==> src/rtl/ptw_pkg.sv <==
package ptw_pkg;

	// Default number of 64-bit words in the table store.
	localparam int STORE_WORDS_DEF = 4096;

	localparam int PA_W     = 52;
	localparam int VA_W     = 48;
	localparam int WIDX_W   = 12;
	localparam int DATA_W   = 64;
	localparam int IDX_W    = 9;
	// A table word number: 40 frame bits of the table plus a 9-bit entry index.
	localparam int WORD_W   = PA_W - 12 + IDX_W;
	localparam int QUEUE_DEPTH = 2;

	localparam int PTE_PRESENT = 0;
	localparam int PTE_LARGE   = 7;

	localparam logic [1:0] STAT_OK       = 2'd0;
	localparam logic [1:0] STAT_UNMAPPED = 2'd1;
	localparam logic [1:0] STAT_OUTSIDE  = 2'd2;

	localparam logic [1:0] SIZE_4K = 2'd0;
	localparam logic [1:0] SIZE_2M = 2'd1;
	localparam logic [1:0] SIZE_1G = 2'd2;

	localparam logic [1:0] LEVEL_TOP = 2'd3;
	localparam logic [1:0] LEVEL_1G  = 2'd2;
	localparam logic [1:0] LEVEL_2M  = 2'd1;
	localparam logic [1:0] LEVEL_4K  = 2'd0;

	// Item kinds after classification by the front end.
	typedef enum logic [1:0] {
		CMD_WRITE     = 2'd0,
		CMD_WRITE_BAD = 2'd1,
		CMD_WALK      = 2'd2,
		CMD_WALK_BAD  = 2'd3
	} cmd_t;

	// One queued job. For a write, word holds the store index; for a walk it
	// holds the word number of the top-level entry.
	typedef struct packed {
		cmd_t                cmd;
		logic [WORD_W-1:0]   word;
		logic [DATA_W-1:0]   data;
		logic [VA_W-1:0]     va;
	} job_t;

	typedef struct packed {
		logic [1:0]      page_size;
		logic [PA_W-1:0] physical_address;
		logic [1:0]      status;
	} res_t;

	// Table index taken from the virtual address at a given level.
	function automatic logic [IDX_W-1:0] va_index(input logic [VA_W-1:0] va,
			input logic [1:0] lvl);
		logic [IDX_W-1:0] idx;
		case (lvl)
			LEVEL_TOP: idx = va[47:39];
			LEVEL_1G:  idx = va[38:30];
			LEVEL_2M:  idx = va[29:21];
			default:   idx = va[20:12];
		endcase
		return idx;
	endfunction

endpackage

==> src/rtl/ptw_queue.sv <==
module ptw_queue
	import ptw_pkg::*;
(
	input  logic clk,
	input  logic arst_n,
	input  logic push_valid,
	output logic push_ready,
	input  job_t push_data,
	output logic pop_valid,
	input  logic pop_ready,
	output job_t pop_data
);

	localparam int PTR_W = $clog2(QUEUE_DEPTH);
	localparam int CNT_W = $clog2(QUEUE_DEPTH + 1);

	job_t             slot_q [QUEUE_DEPTH];
	logic [PTR_W-1:0] wr_ptr_q;
	logic [PTR_W-1:0] rd_ptr_q;
	logic [CNT_W-1:0] count_q;
	logic             do_push;
	logic             do_pop;

	assign push_ready = (count_q != CNT_W'(QUEUE_DEPTH));
	assign pop_valid  = (count_q != '0);
	assign pop_data   = slot_q[rd_ptr_q];
	assign do_push    = push_valid && push_ready;
	assign do_pop     = pop_valid && pop_ready;

	always_ff @(posedge clk or negedge arst_n) begin
		if (!arst_n) begin
			wr_ptr_q <= '0;
			rd_ptr_q <= '0;
			count_q  <= '0;
		end else begin
			if (do_push) begin
				wr_ptr_q <= (wr_ptr_q == PTR_W'(QUEUE_DEPTH - 1)) ? '0 : wr_ptr_q + 1'b1;
			end
			if (do_pop) begin
				rd_ptr_q <= (rd_ptr_q == PTR_W'(QUEUE_DEPTH - 1)) ? '0 : rd_ptr_q + 1'b1;
			end
			if (do_push && !do_pop) begin
				count_q <= count_q + 1'b1;
			end else if (do_pop && !do_push) begin
				count_q <= count_q - 1'b1;
			end
		end
	end

	always_ff @(posedge clk) begin
		if (do_push) begin
			slot_q[wr_ptr_q] <= push_data;
		end
	end

endmodule

==> config.mk <==
export PLATFORM = sky130hd
export DESIGN_NAME = ptw_queue
export DESIGN_NICKNAME = d
export VERILOG_FILES = /design/src/rtl/ptw_pkg.sv /design/src/rtl/ptw_queue.sv
export SDC_FILE = /design/constraint.sdc
export NUM_CORES = 1
export LEC_CHECK = 0
export BUFFER_PORTS_ARGS = -buffer_cell sky130_fd_sc_hd__buf_4
export CORE_AREA = 2 2 156 158
export DETAILED_ROUTE_END_ITERATION = 12
export DIE_AREA = 0 0 158 160
export GPL_ROUTABILITY_DRIVEN = 0
export PLACE_DENSITY = 0.8
export SYNTH_ARGS = -nofsm -noshare
export SYNTH_HDL_FRONTEND = slang
export SYNTH_SLANG_ARGS = --single-unit
==> constraint.sdc <==
create_clock -name clk -period 9.01 [get_ports clk]
set_clock_uncertainty 0.05 [all_clocks]
set_input_delay 1.802 -clock clk [delete_from_list [all_inputs] [get_ports clk]]
set_output_delay 1.802 -clock clk [all_outputs]
set_load 0.03 [all_outputs]
==> impl_metrics.json, run 1 <==
{
  "ios": 332,
  "coreArea_mm2": 0.02382,
  "dpl_cell_area_mm2": 0.01477,
  "via_count": 6011,
  "synth_seq_area_share_pct": 82.06,
  "die_w_um": 158,
  "critPathMostFrequentCell": "buf_4",
  "timing.max_slew.rel_slack_pct": 30.11,
  "path_max_fanout": 68,
  "postCtsHoldBufs": 0,
  "synth_area_leaders": "edfxtp_1 (81%), mux2_2 (15%), clkbuf_8 (1.4%)",
  "drv_slew": 0,
  "endpoint_kind": "output pin",
  "finalHoldViolCount": 0,
  "final_common_cell": "buf_4",
  "ant_nets": 0,
  "clockRootBuffer": "clkbuf_16",
  "grt_pass1_wl_um": 34770,
  "wl_per_cell_um": 19.09,
  "grt_pass1_vias": 6491,
  "grtUsageTotal_pct": 17.81,
  "route.detailed.drc": 0,
  "cellLeakagePower_nw": 5.849,
  "power.total_w": 0.005515,
  "synth_top_area_share_pct": 81.23,
  "clockBufferDepth": 3,
  "fp.dieH_um": 160,
  "status": "finished clean",
  "syn-num-nets": 693,
  "nets": 1045,
  "fmax_mhz": 221.1,
  "initial_core_util_pct": 50.59,
  "fin_util_pct": 65.95,
  "dp.final_hpwl_um": 15350,
  "portBuffers": 331,
  "crit_family": "buffers and inverters",
  "syn_inst": 525,
  "ys_ff_latch": 330,
  "dieArea_mm2": 0.02528,
  "cts_tree": "yes",
  "power.density_mw_per_mm2": 351.1,
  "critPathLaunchType": "register",
  "wirelength_um": 23370,
  "clk_pin_slew_worst_paths_ns": 0.06,
  "timing.final.crit_share_pct": 50.20,
  "cts_setup_buffers": 0,
  "area_growth_pct": 30.35,
  "drive_gt1_share_pct": 60.89,
  "min_period_ns": 4.523,
  "worst_slew_pin_slew_ns": 1.048,
  "grt_setup_unrepaired": "no",
  "hold_path_class": "reg2reg",
  "worstPathArrival_ns": 2.67,
  "avgSynthCellArea_um2": 22.96,
  "viasPerCell": 4.911,
  "worst_hold_slack_ns": 0.4488,
  "ctsResizeCount": 0,
  "ys_warn_count": 0,
  "grt_antenna_before_repair": 0,
  "synth_largest_area_cell": "edfxtp_1",
  "cap_violations": 0,
  "numCtsBuffers": 31,
  "critPathMaxStageDelay_ns": 0.75,
  "dr.pass1.iters": 4,
  "clk_latency_ns": 0.54,
  "n_fill_cell": 1631,
  "rows": 57,
  "required_ns": 7.16,
  "cts.sinks": 330,
  "path_class": "reg2out",
  "most-common-layout-cells": "buf_4 (337), edfxtp_1 (326), mux2_2 (163)",
  "drtIter0Drc": 261,
  "irDropWorstVdd_mv": 0.2198,
  "setup_viol": 0,
  "grt.overflow.total": 0,
  "grt_max_degree": 79,
  "fin_area_mm2": 0.01571,
  "crit_chain": "buf_4 > mux2_2 > buf_4",
  "ys_types": 14,
  "crit_slowest_cell": "buf_4",
  "finalSetupTns_ns": 0,
  "n_antenna_cell": 0,
  "htreeDepth": 1,
  "worst-path-buf-inv": 2,
  "syn_area_mm2": 0.01205
}
## area by class of cell
cell class | count | area, um2 | share of cell area (%)
clock buffers | 36 | 794.5 | 5.058
clock inverters | 20 | 143.9 | 0.9160
inverters | 1 | 3.754 | 0.02389
multi-input cells | 176 | 1938 | 12.34
flip-flops and latches | 330 | 9893 | 62.98
well taps | 324 | 405.4 | 2.581
repair buffers | 337 | 2530 | 16.11
## stage by stage
stage,setup WS [ns],instances
after floorplan,2.360,525
after global placement,4.885,1168
after detailed placement,4.867,1168
after CTS,4.437,1224
after global routing,4.361,1224
final,4.487,1224
## layer usage
layer	GRT usage (%)	vias up	wire length, um
met1	20.07	2934	8443
met2	31.40	246	11850
met3	6.866	40	2550
li1	-	2791	-
met5	0	-	0
met4	4.955	0	525
## path summary, 6_finish.rpt
check                      startpoint       endpoint  slack, ns  cells after the start
setup / recovery             rd_ptr_q   pop_data[19]       4.49                      3
hold / removal             count_q[1]     count_q[1]       0.45                      1
setup reg to reg           count_q[0]  slot_q[0][72]       6.13                      4
hold reg to reg            count_q[1]     count_q[1]       0.45                      1
max in group asynchronous      arst_n       rd_ptr_q       7.79                      1
min in group asynchronous      arst_n     count_q[1]       1.00                      1
## logic make-up (layout without fill, tap and decap cells)
kind of cell	Yosys count	in the layout	share of synthesized area, %
XOR/XNOR	5	5	0.3634
flip-flops	330	330	82.06
AND/OR/NAND/NOR	7	7	0.2805
adder cells (fa/ha/maj)	1	1	0.1038
multiplexers	163	163	15.23
buffers and inverters	19	394	1.962
## Yosys cell counts
cell type  number
edfxtp_1      326
mux2_2        163
clkbuf_8       12
buf_6           6
dfrtp_1         4
xnor2_1         3
nand2_1         2
nor2_1          2
xor2_1          2
and3_1          1
ha_1            1
inv_1           1
nand2b_1        1
or2_2           1
## state kept, by name, summed over array words and instances, names as in the netlist
| name | count |
|---|---|
| slot_q | 326 |
| count_q | 2 |
| rd_ptr_q | 1 |
| wr_ptr_q | 1 |
## report_power, final
part | internal (W) | leakage (nW) | switching, W
Clock | 0.000682 | 0.466 | 0.000518
Sequential | 0.00210 | 3.07 | 0.0000972
Combinational | 0.000824 | 2.31 | 0.00129
Total | 0.00361 | 5.85 | 0.00190
Power figures use the tool's default switching activity.
==> inputs of run 2 (changes only) <==
CORE_AREA = 2 2 164 166   (was 2 2 156 158)
DIE_AREA = 0 0 166 168   (was 0 0 158 160)
PLACE_DENSITY = 0.77   (was 0.8)
clock period = 4 ns   (was 9.01 ns; I/O delays follow)
==> run 2 against run 1 <==
- via count is 1.7% higher
- first-iteration DRC count up 71%
- non-clock buffer count unchanged
- critical path type unchanged
- largest cell class unchanged
==> impl_metrics.json, run 2 (synthesized netlist as in run 1, its figures left out) <==
{
  "required_ns": 3.15,
  "initial_core_util_pct": 45.74,
  "top_regs": "slot_q x326, count_q x2",
  "portBuffers": 331,
  "path_max_fanout": 74,
  "coreArea_mm2": 0.02635,
  "clockRootBuffer": "clkbuf_16",
  "fin_util_pct": 60.40,
  "grt_max_degree": 95,
  "drtIter0Drc": 446,
  "reg2reg_setup_slack_ns": 2.14,
  "path_class": "reg2out",
  "grt_setup_unrepaired": "no",
  "viasPerCell": 4.909,
  "dr.pass1.iters": 4,
  "n_fill_cell": 1909,
  "timing.final.crit_share_pct": 79.21,
  "r2r_start": "count_q[0]",
  "hold_path_class": "in2async",
  "ctsResizeCount": 0,
  "critPathLaunchType": "register",
  "critPathMaxStageDelay_ns": 0.76,
  "status": "finished clean",
  "fp.dieH_um": 168,
  "power.density_mw_per_mm2": 798.4,
  "irDropWorstVdd_mv": 0.5230,
  "largest_register": "slot_q",
  "cts_setup_buffers": 0,
  "timing.rr.end": "slot_q[0][76]",
  "dp.final_hpwl_um": 15650,
  "crit_chain": "buf_12 > mux2_2 > buf_4",
  "postCtsHoldBufs": 0,
  "nets": 1049,
  "wl_per_cell_um": 19.26,
  "finalSetupTns_ns": 0,
  "n_antenna_cell": 0,
  "crit_slowest_cell": "dfrtp_4",
  "met2_usage_pct": 29.66,
  "grt_pass1_vias": 6628,
  "drive_gt1_share_pct": 60.62,
  "cellLeakagePower_nw": 5.923,
  "ant_nets": 0,
  "grt.overflow.total": 0,
  "cap_violations": 0,
  "regArea_mm2": 0.009893,
  "worstPathArrival_ns": 2.32,
  "dieArea_mm2": 0.02789,
  "top_usage_layer": "met2",
  "final_common_cell": "buf_4",
  "grt_antenna_before_repair": 0,
  "clockBufferDepth": 3,
  "clk_pin_slew_worst_paths_ns": 0.06,
  "fin_area_mm2": 0.01592,
  "use_met3_pct": 5.477,
  "most-common-layout-cells": "buf_4 (331), edfxtp_1 (326), mux2_2 (163)",
  "clk_latency_ns": 0.49,
  "finalHoldViolCount": 0,
  "multi_input_area_mm2": 0.001938,
  "area_growth_pct": 32.07,
  "cts.sinks": 330,
  "via_count": 6112,
  "rr_worst_depth": 4,
  "min_period_ns": 3.168,
  "wirelength_um": 23980,
  "grt_pass1_wl_um": 35700,
  "route.detailed.drc": 0,
  "setup_viol": 0,
  "grtUsageTotal_pct": 16.51,
  "critPathLaunch": "rd_ptr_q",
  "htreeDepth": 2,
  "finalNonFillerCells": 1245,
  "fmax_mhz": 315.6,
  "numCtsBuffers": 35,
  "dp_cells": 1185,
  "ios": 332,
  "grt.met1_usage_pct": 18.39,
  "die_w_um": 166,
  "cts_tree": "yes",
  "largest_reg_flops": 326,
  "endpoint_kind": "output pin",
  "worst_slew_pin_slew_ns": 0.6284,
  "dpl_cell_area_mm2": 0.01487,
  "drv_slew": 0,
  "timing.max_slew.rel_slack_pct": 58.11,
  "rows": 60
}
## run 2: power by group
group,switching [W],internal [W]
Combinational,0.00288,0.00191
Clock,0.00120,0.00174
Sequential,0.000249,0.00473
## run 2: worst max-delay path: cells and delay by family, from the launching register on
kind,cells,cell delay [ns]
multiplexers,1,0.40
flip-flops,1,0.76
buffers and inverters,2,0.53
## run 2: worst max path at each step
stage / slack (ns) / endpoint / cells past startpoint
after global routing: 0.74 / pop_data[149] / 3
final: 0.83 / pop_data[162] / 3
after detailed placement: 1.37 / pop_data[162] / 3
after floorplan: 0.18 / slot_q[0][0] / 2
after CTS: 0.82 / pop_data[162] / 3
after global placement: 1.37 / pop_data[135] / 3
## run 2: per-layer routing
layer  vias to the layer above  part of all wire [%]
met5                         -                     0
li1                       2810                     -
met2                       262                    52
met3                        54                   8.4
met4                         0                   2.9
met1                      2986                    37
## run 2: per-stage QoR
stage | total power (W) | setup slack (ns) | hold WS, ns
floorplan | 0.008311 | 0.1789 | 0.4059
global placement | 0.009819 | 1.371 | 0.4309
detailed placement | 0.009882 | 1.368 | 0.4379
CTS | 0.01286 | 0.8247 | 0.02212
global route | 0.01322 | 0.7419 | 0.01906
finish | 0.01271 | 0.8315 | 0.04332
## run 2: layout make-up
| type | instances | share of cell area, % |
|---|---|---|
| inverter | 1 | 0.02358 |
| sequential | 330 | 62.16 |
| multi-input combinational | 176 | 12.18 |
| tap | 341 | 2.681 |
| clock inverter | 17 | 0.6367 |
| clock buffer | 43 | 5.959 |
| timing repair buffer | 337 | 16.37 |
