--- config.mk ---
export PLATFORM = sky130hd
export DESIGN_NAME = ptw_front
export DESIGN_NICKNAME = d
export VERILOG_FILES = /design/src/rtl/ptw_pkg.sv /design/src/rtl/ptw_front.sv
export SDC_FILE = /design/constraint.sdc
export NUM_CORES = 1
export LEC_CHECK = 0
export ABC_CLOCK_PERIOD_IN_PS = 1100
export BUFFER_PORTS_ARGS = -buffer_cell sky130_fd_sc_hd__buf_2
export CORE_AREA = 2 2 135 137
export DETAILED_ROUTE_END_ITERATION = 16
export DIE_AREA = 0 0 137 139
export PLACE_DENSITY_LB_ADDON = 0.25
export SYNTH_ARGS = -nofsm -noshare
export SYNTH_HDL_FRONTEND = slang
export SYNTH_SLANG_ARGS = --single-unit
--- constraint.sdc ---
create_clock -name vclk -period 1.1
set_input_delay 0.055 -clock vclk [all_inputs]
set_output_delay 0.055 -clock vclk [all_outputs]
set_load 0.02 [all_outputs]
--- src/rtl/ptw_pkg.sv ---
package ptw_pkg;

	// Default number of 64-bit words in the table store.
	localparam int STORE_WORDS_DEF = 4096;

	localparam int PA_W     = 52;
	localparam int VA_W     = 48;
	localparam int WIDX_W   = 12;
	localparam int DATA_W   = 64;
	localparam int IDX_W    = 9;
	// A table word number: 40 frame bits of the table plus a 9-bit entry index.
	localparam int WORD_W   = PA_W - 12 + IDX_W;
	localparam int QUEUE_DEPTH = 2;

	localparam int PTE_PRESENT = 0;
	localparam int PTE_LARGE   = 7;

	localparam logic [1:0] STAT_OK       = 2'd0;
	localparam logic [1:0] STAT_UNMAPPED = 2'd1;
	localparam logic [1:0] STAT_OUTSIDE  = 2'd2;

	localparam logic [1:0] SIZE_4K = 2'd0;
	localparam logic [1:0] SIZE_2M = 2'd1;
	localparam logic [1:0] SIZE_1G = 2'd2;

	localparam logic [1:0] LEVEL_TOP = 2'd3;
	localparam logic [1:0] LEVEL_1G  = 2'd2;
	localparam logic [1:0] LEVEL_2M  = 2'd1;
	localparam logic [1:0] LEVEL_4K  = 2'd0;

	// Item kinds after classification by the front end.
	typedef enum logic [1:0] {
		CMD_WRITE     = 2'd0,
		CMD_WRITE_BAD = 2'd1,
		CMD_WALK      = 2'd2,
		CMD_WALK_BAD  = 2'd3
	} cmd_t;

	// One queued job. For a write, word holds the store index; for a walk it
	// holds the word number of the top-level entry.
	typedef struct packed {
		cmd_t                cmd;
		logic [WORD_W-1:0]   word;
		logic [DATA_W-1:0]   data;
		logic [VA_W-1:0]     va;
	} job_t;

	typedef struct packed {
		logic [1:0]      page_size;
		logic [PA_W-1:0] physical_address;
		logic [1:0]      status;
	} res_t;

	// Table index taken from the virtual address at a given level.
	function automatic logic [IDX_W-1:0] va_index(input logic [VA_W-1:0] va,
			input logic [1:0] lvl);
		logic [IDX_W-1:0] idx;
		case (lvl)
			LEVEL_TOP: idx = va[47:39];
			LEVEL_1G:  idx = va[38:30];
			LEVEL_2M:  idx = va[29:21];
			default:   idx = va[20:12];
		endcase
		return idx;
	endfunction

endpackage

--- src/rtl/ptw_front.sv ---
module ptw_front
	import ptw_pkg::*;
#(
	parameter int STORE_WORDS = STORE_WORDS_DEF
) (
	input  logic         s_tvalid,
	output logic         s_tready,
	input  logic [175:0] s_tdata,
	input  logic         s_tuser,
	input  logic         clear_busy,
	output logic         push_valid,
	input  logic         push_ready,
	output job_t         push_data
);

	localparam logic [WORD_W-1:0] LIMIT = WORD_W'(STORE_WORDS);

	logic [WIDX_W-1:0] word_index;
	logic [DATA_W-1:0] write_data;
	logic [PA_W-1:0]   root_address;
	logic [VA_W-1:0]   virtual_address;
	logic [WORD_W-1:0] write_word;
	logic [WORD_W-1:0] top_word;

	assign word_index      = s_tdata[11:0];
	assign write_data      = s_tdata[75:12];
	assign root_address    = s_tdata[127:76];
	assign virtual_address = s_tdata[175:128];

	// The root's low twelve bits are dropped: its frame sits next to the index.
	assign write_word = WORD_W'(word_index);
	assign top_word   = {root_address[PA_W-1:12], va_index(virtual_address, LEVEL_TOP)};

	always_comb begin
		push_data.data = write_data;
		push_data.va   = virtual_address;
		if (s_tuser) begin
			push_data.word = top_word;
			push_data.cmd  = (top_word >= LIMIT) ? CMD_WALK_BAD : CMD_WALK;
		end else begin
			push_data.word = write_word;
			push_data.cmd  = (write_word >= LIMIT) ? CMD_WRITE_BAD : CMD_WRITE;
		end
	end

	// Nothing is taken while the store is being cleared after reset.
	assign push_valid = s_tvalid && !clear_busy;
	assign s_tready   = push_ready && !clear_busy;

endmodule

==> results of run 1 <==
-- cells by family (layout without fill, tap and decap cells) --
family	count (synthesis)	in the layout	synth area share (%)
buffers and inverters	118	136	64.3
and+or+nand+nor	52	52	25.1
muxes	12	12	9.99
AOI/OAI and AO/OA	1	1	0.648
-- final cells by class --
cell class         instances  area [um^2]
multi-input cells         65          528
fillers                 2075        16100
well taps                229          287
repair buffers           136          759
-- cells in the mapped netlist --
library cell / number / area [um^2]
nand2_1: 1 / 3.75
clkbuf_2: 1 / 5.00
buf_4: 113 / 848
nor2_1: 1 / 3.75
nor4_1: 5 / 31.3
nor2b_1: 2 / 12.5
o31a_1: 1 / 8.76
nor4_2: 3 / 37.5
and2_1: 36 / 225
clkbuf_1: 3 / 11.3
buf_2: 1 / 5.00
nand4_1: 2 / 12.5
mux2_2: 12 / 135
nor3_1: 1 / 5.00
and2_2: 1 / 7.51
-- path summary, 6_finish.rpt --
| kind | to | startpoint | slack, ps | depth (start not counted) |
|---|---|---|---|---|
| max | push_data[161] | s_tdata[123] | -70 | 5 |
| min | push_data[14] | s_tdata[142] | 110 | 0 |
-- layer usage --
layer | part of all wire [%] | GRT usage [%] | wire [um]
met2 | 53 | 9.56 | 2750
met3 | 19 | 2.56 | 977
met1 | 24 | 3.18 | 1250
met5 | 0 | 0 | 0
met4 | 4.6 | 2.39 | 238
-- per-stage QoR --
stage | worst slack, ps | TNS, ps
after floorplan | 288 | 0
after global placement | -361 | -361
after detailed placement | -327 | -327
after CTS | -148 | -148
after global routing | -162 | -162
final | -71.8 | -71.8
-- power by group through the flow --
stage	Sequential (mW)	Clock, mW	Combinational, mW
after detailed placement	0	0	0.605
after global routing	0	0	0.685
final	0	0	0.623
after CTS	0	0	0.635
after floorplan	0	0	0.872
after global placement	0	0	0.602
-- critical path, cell delays in order --
cell and delay (ps):
buf_2 110, nor4_2 310, nand4_1 170, o31a_1 330
buf_6 140
-- what timing repair did --
item | CTS | global route
resized for setup | 13 | 4
pin swaps | 6 | 4
gates cloned | 0 | 0
setup endpoints to repair | 1 | 1
hold endpoints to repair | 0 | 0
==> impl_metrics.json, run 1 <==
{
  "outcome": "finished with violations",
  "violations": "setup timing",
  "tightest_slew_ps": 317,
  "yosysSeqAreaShare_pct": 0,
  "grt.overflow.total": 0,
  "min_path_type": "in2out",
  "slew_violations": 0,
  "postCtsHoldBufs": 0,
  "rsz0062_at_grt": "yes",
  "fmax_mhz": 853,
  "firstDrtPassIters": 3,
  "grt_pass1_vias": 1072,
  "power_density_nw_per_um2": 396,
  "fin_crit_sh_pct": 107,
  "netSwitchingFraction_pct": 54.8,
  "start_util_pct": 7.66,
  "cellLeakagePower_nw": 0.764,
  "syn_to_final_growth_pct": 16.4,
  "drt_iter0_markers": 9,
  "die_area_um2": 19000,
  "gp_congestion": 0.634,
  "vias": 1168,
  "netlist_area_um2": 1350,
  "worstSetupPathType": "in2out",
  "drive_gt1_share_pct": 77.1,
  "avgSynthCellArea_um2": 7.39,
  "grtUsageTotal_pct": 4.68,
  "insertedDiodeCount": 0,
  "dpl.hpwl_um": 4710,
  "regArea_um2": 0,
  "cp_data_arrival_time_ps": 1120,
  "power.switching_mw": 0.342,
  "io_buffers": 127,
  "finalHoldViolations": 0,
  "die_y_um": 139,
  "grt_max_degree": 52,
  "layout.nets": 383,
  "p_total_mw": 0.623,
  "final_cell_mix": "buf_2, and2_1, mux2_2, buf_4, buf_6",
  "ios": 345,
  "setup_viol": 1,
  "dp.cells": 430,
  "core_area_um2": 17700,
  "crit_path_end_kind": "output port",
  "drt-total-wl_um": 5210,
  "ys_types": 15,
  "drcViolationCount": 0,
  "pwr-share-clk_pct": 0,
  "pwr-share-comb_pct": 100.0,
  "drv_cap": 0,
  "final_cell_area_um2": 1570,
  "syn_inst": 183,
  "seq_cells": 0,
  "fin_crit_ps": 1170,
  "avgRoutedWirePerCell_um": 12.1,
  "clockBufferCount": 0,
  "relSlewSlack_pct": 78.7,
  "dpl_cell_area_um2": 1490,
  "postRouteAntennaNets": 0,
  "mostFrequentLayoutCell": "buf_2",
  "die_w_um": 137,
  "cts_setup_buffers": 0,
  "seqPwrFrac_pct": 0,
  "crit_required_ps": 1040,
  "vias_per_cell": 2.72,
  "critPathMaxFanout": 2,
  "antenna_found_initial": 1,
  "fin_util_pct": 8.91,
  "yosys_warnings": 0,
  "syn_nets": 363,
  "stdcell_count": 430,
  "row_count": 49,
  "peakVddDrop_uv": 139,
  "hold_ws_ps": 110,
  "worstSetupStartpointType": "input pin",
  "fin_ws_ps": -71.8,
  "internal-power_mw": 0.282,
  "grt_pass1_wl_um": 6630
}
Power figures use the tool's default switching activity.
==> run 2: changes to the inputs <==
--- a/config.mk
+++ b/config.mk
@@ -11,6 +11,7 @@
 export DETAILED_ROUTE_END_ITERATION = 16
 export DIE_AREA = 0 0 137 139
 export PLACE_DENSITY_LB_ADDON = 0.25
+export SETUP_SLACK_MARGIN = 0.05
 export SYNTH_ARGS = -nofsm -noshare
 export SYNTH_HDL_FRONTEND = slang
 export SYNTH_SLANG_ARGS = --single-unit
==> constraint.sdc (replaced) <==
create_clock -name vclk -period 1.1
set_input_delay 0.055 -clock vclk [all_inputs]
set_output_delay 0.055 -clock vclk [all_outputs]
set_load 0.01 [all_outputs]
==> run 2 against run 1 <==
The flow still finishes with violations (setup timing). Via count down 0.77%. Final area is 0.64% lower. Utilization fell by 0.057 points. Global-route usage hardly changed. Cell count shrank 0.23%. Setup slack better by 3.7 ps. Routed wire length is 0.71% higher. Non-clock buffer count is 1 lower. Critical path type unchanged. Largest power group unchanged.
==> impl_metrics.json, run 2 (synthesized netlist as in run 1, its figures left out) <==
{
  "peakVddDrop_uv": 133,
  "min_path_type": "in2out",
  "power.switching_mw": 0.243,
  "io_buffers": 127,
  "insertedDiodeCount": 0,
  "avgRoutedWirePerCell_um": 12.2,
  "outcome": "finished with violations",
  "final_cell_mix": "buf_2, and2_1, mux2_2, buf_4, buf_6",
  "seq_cells": 0,
  "tightest_slew_ps": 331,
  "fmax_mhz": 856,
  "setup_viol": 1,
  "stdcell_count": 429,
  "slowest_delay_ps": 330,
  "cp_slowest_cell": "o31a_1",
  "gp_congestion": 0.632,
  "grt.overflow.total": 0,
  "die_area_um2": 19000,
  "die_y_um": 139,
  "drt_iter0_markers": 3,
  "internal-power_mw": 0.278,
  "crit_top_cell": "buf_2",
  "multi_input_area_um2": 528,
  "fin_crit_sh_pct": 106,
  "layout.nets": 382,
  "cp_data_arrival_time_ps": 1110,
  "syn_to_final_growth_pct": 15.6,
  "critPathMaxFanout": 2,
  "grt_pass1_vias": 1071,
  "crit_path_end_kind": "output port",
  "crit_required_ps": 1040,
  "antenna_found_initial": 1,
  "vias_per_cell": 2.70,
  "dp.cells": 429,
  "drive_gt1_share_pct": 77.0,
  "ios": 345,
  "fin_util_pct": 8.86,
  "cellLeakagePower_nw": 0.759,
  "fin_crit_ps": 1170,
  "regArea_um2": 0,
  "grt_pass1_wl_um": 6570,
  "drt-total-wl_um": 5250,
  "worstSetupPathType": "in2out",
  "drcViolationCount": 0,
  "grt_max_degree": 52,
  "slew_violations": 0,
  "fin_ws_ps": -68.0,
  "mostFrequentLayoutCell": "buf_2",
  "vias": 1159,
  "die_w_um": 137,
  "start_util_pct": 7.66,
  "postCtsHoldBufs": 0,
  "pwr-share-comb_pct": 100.0,
  "row_count": 49,
  "core_area_um2": 17700,
  "power_density_nw_per_um2": 333,
  "relSlewSlack_pct": 77.7,
  "rsz0062_at_grt": "yes",
  "firstDrtPassIters": 2,
  "violations": "setup timing",
  "grtUsageTotal_pct": 4.66,
  "drv_cap": 0,
  "postRouteAntennaNets": 0,
  "clockBufferCount": 0,
  "pwr-share-clk_pct": 0,
  "seqPwrFrac_pct": 0,
  "path_cells": "buf_2, nor4_2, nand4_1, o31a_1, buf_2",
  "finalHoldViolations": 0,
  "dpl_worst_slack_ps": -389,
  "fillers": 2061,
  "worstSetupStartpointType": "input pin",
  "fin_setup_tns_ps": -68.0,
  "netSwitchingFraction_pct": 46.7
}
run 2: metal layers:
metal	wire (um)	global-route usage (%)
met2	2800	9.69
met5	0	0
met4	238	2.39
met1	1220	3.01
met3	991	2.56
run 2: path summary, 6_finish.rpt:
| kind | from | endpoint | slack, ps | depth (start not counted) |
|---|---|---|---|---|
| worst max-delay path | s_tdata[123] | push_data[161] | -70 | 5 |
| worst min-delay path | s_tdata[142] | push_data[14] | 110 | 0 |
run 2: power groups by stage:
stage | clock (mW) | sequential (mW) | combinational (mW)
2_1_floorplan | 0 | 0 | 0.608
3_3_place_gp | 0 | 0 | 0.500
3_5_place_dp | 0 | 0 | 0.503
4_1_cts | 0 | 0 | 0.530
5_1_grt | 0 | 0 | 0.581
6_report | 0 | 0 | 0.520
run 2: layout make-up:
cell class                 instances  share of cell area, %
multi-input combinational         65                   33.8
tap                              229                   18.3
timing repair buffer             135                   47.9
run 2: per-stage QoR:
step | hold slack, ps | power, mW | area [um^2]
global placement | 110 | 0.500 | 1480
CTS | 110 | 0.530 | 1550
finish | 110 | 0.520 | 1560
global route | 110 | 0.581 | 1560
detailed placement | 110 | 0.503 | 1480
floorplan | 156 | 0.608 | 1350
run 2: critical path: cells and delay by family:
family,cells,cell delay (ps)
compound gates,1,330
buf+inv,2,250
simple gates,2,480
run 2: what timing repair did:
| action | in CTS | in global routing |
|---|---|---|
| endpoints found under the hold margin | 0 | 0 |
| buffers inserted | 0 | 0 |
| resized for setup | 11 | 5 |
| pin swaps | 6 | 4 |
| setup endpoints to repair | 1 | 1 |
==> run 3: changes to the inputs <==
--- a/config.mk
+++ b/config.mk
@@ -6,10 +6,10 @@
 export NUM_CORES = 1
 export LEC_CHECK = 0
 export ABC_CLOCK_PERIOD_IN_PS = 1100
-export BUFFER_PORTS_ARGS = -buffer_cell sky130_fd_sc_hd__buf_2
-export CORE_AREA = 2 2 135 137
+export CORE_AREA = 2 2 132 134
 export DETAILED_ROUTE_END_ITERATION = 16
-export DIE_AREA = 0 0 137 139
+export DIE_AREA = 0 0 134 136
+export DONT_BUFFER_PORTS = 1
 export PLACE_DENSITY_LB_ADDON = 0.25
 export SETUP_SLACK_MARGIN = 0.05
 export SYNTH_ARGS = -nofsm -noshare
==> run 3 against run 2 <==
The flow now finishes without violations. Routed wire length is 20% lower. Setup slack better by 170 ps. Non-clock buffer count down 131. Sequential cell count stayed put. Final area fell by 49%. Maximum frequency is 17% higher. Critical path type unchanged.
==> impl_metrics.json, run 3 (synthesized netlist as in run 1, its figures left out) <==
{
  "drive_gt1_share_pct": 29.0,
  "fin_setup_tns_ps": 0,
  "path_cells": "nor4_4, buf_4, nand4_1, o31a_1",
  "firstDrtPassIters": 4,
  "drt_iter0_markers": 8,
  "core_area_um2": 16900,
  "die_y_um": 136,
  "grt.overflow.total": 0,
  "io_buffers": 0,
  "crit_required_ps": 1040,
  "final_cell_mix": "and2_1, mux2_2, nor4_1, buf_4",
  "worstSetupPathType": "in2out",
  "tightest_slew_ps": 371,
  "fillers": 2005,
  "mostFrequentLayoutCell": "and2_1",
  "min_path_type": "in2out",
  "relSlewSlack_pct": 75.2,
  "peakVddDrop_uv": 54.9,
  "finalHoldViolations": 0,
  "vias_per_cell": 2.43,
  "grt_pass1_wl_um": 4820,
  "critPathMaxFanout": 2,
  "power_density_nw_per_um2": 242,
  "outcome": "finished, final reports clean",
  "seq_cells": 0,
  "grtUsageTotal_pct": 3.74,
  "layout.nets": 251,
  "start_util_pct": 8.01,
  "avgRoutedWirePerCell_um": 14.3,
  "cp_data_arrival_time_ps": 940,
  "grt_pass1_vias": 708,
  "clockBufferCount": 0,
  "insertedDiodeCount": 0,
  "rsz0062_at_grt": "yes",
  "vias": 715,
  "setup_viol": 0,
  "antenna_found_initial": 0,
  "die_area_um2": 18200,
  "crit_path_end_kind": "output port",
  "drt-total-wl_um": 4200,
  "regArea_um2": 0,
  "drcViolationCount": 0,
  "die_w_um": 134,
  "fmax_mhz": 1010,
  "gp_congestion": 0.538,
  "cp_slowest_cell": "o31a_1",
  "fin_crit_ps": 994,
  "row_count": 48,
  "hold_ws_ps": 110,
  "syn_to_final_growth_pct": -40.6,
  "worstSetupStartpointType": "input pin",
  "slew_violations": 0,
  "cellLeakagePower_nw": 0.184,
  "grt_max_degree": 52,
  "fin_crit_sh_pct": 90.4,
  "drv_cap": 0,
  "postRouteAntennaNets": 0,
  "slowest_delay_ps": 330,
  "ios": 345
}
-- run 3: changes by cell type in the layout (fill, tap and decap cells not counted), sizes merged --
cell	delta
buf	-131
-- run 3: what timing repair did --
item | CTS | global route
hold buffers | 0 | 0
pin swaps | 1 | 0
gates resized for setup | 1 | 0
setup buffers | 0 | 0
setup endpoints to repair | 1 | 1
-- run 3: area by class of cell --
cell class / instances / area [um^2] / area share [%]
multi-input cells: 65 / 492 / 61.2
well taps: 225 / 282 / 35.0
repair buffers: 4 / 30.0 / 3.74
-- run 3: final timing paths --
check / startpoint / endpoint / slack [ps] / cells after the start
min: s_tdata[174] / push_data[46] / 110 / 0
max: s_tdata[116] / push_data[161] / 110 / 4
-- run 3: metal layers --
layer | GRT usage [%] | part of all wire, % | up-vias
li1 | - | - | 238
met1 | 2.21 | 21 | 283
met2 | 7.24 | 52 | 132
met3 | 1.72 | 16 | 62
met4 | 4.55 | 11 | 0
met5 | 0 | 0 | -
-- run 3: report_power, final --
group	internal [mW]	switching [mW]
sequential	0	0
clock	0	0
combinational	0.0846	0.110
total	0.0846	0.110
-- run 3: critical path, delay by kind of cell --
| family | cells | cell delay, ps |
|---|---|---|
| simple gates | 2 | 400 |
| buf+inv | 1 | 150 |
| compound gates | 1 | 330 |
-- run 3: stage by stage --
stage / cells / instance area, um^2 / setup slack [ps] / util, % / power [mW]
after global placement: 294 / 795 / 36.2 / 4.71 / 0.204
after floorplan: 183 / 1350 / 331 / - / 0.608
after CTS: 294 / 803 / 50.2 / 4.76 / 0.200
final: 294 / 803 / 106 / 4.76 / 0.194
after global routing: 294 / 803 / 12.0 / 4.76 / 0.209
after detailed placement: 294 / 795 / 0.298 / 4.71 / 0.197
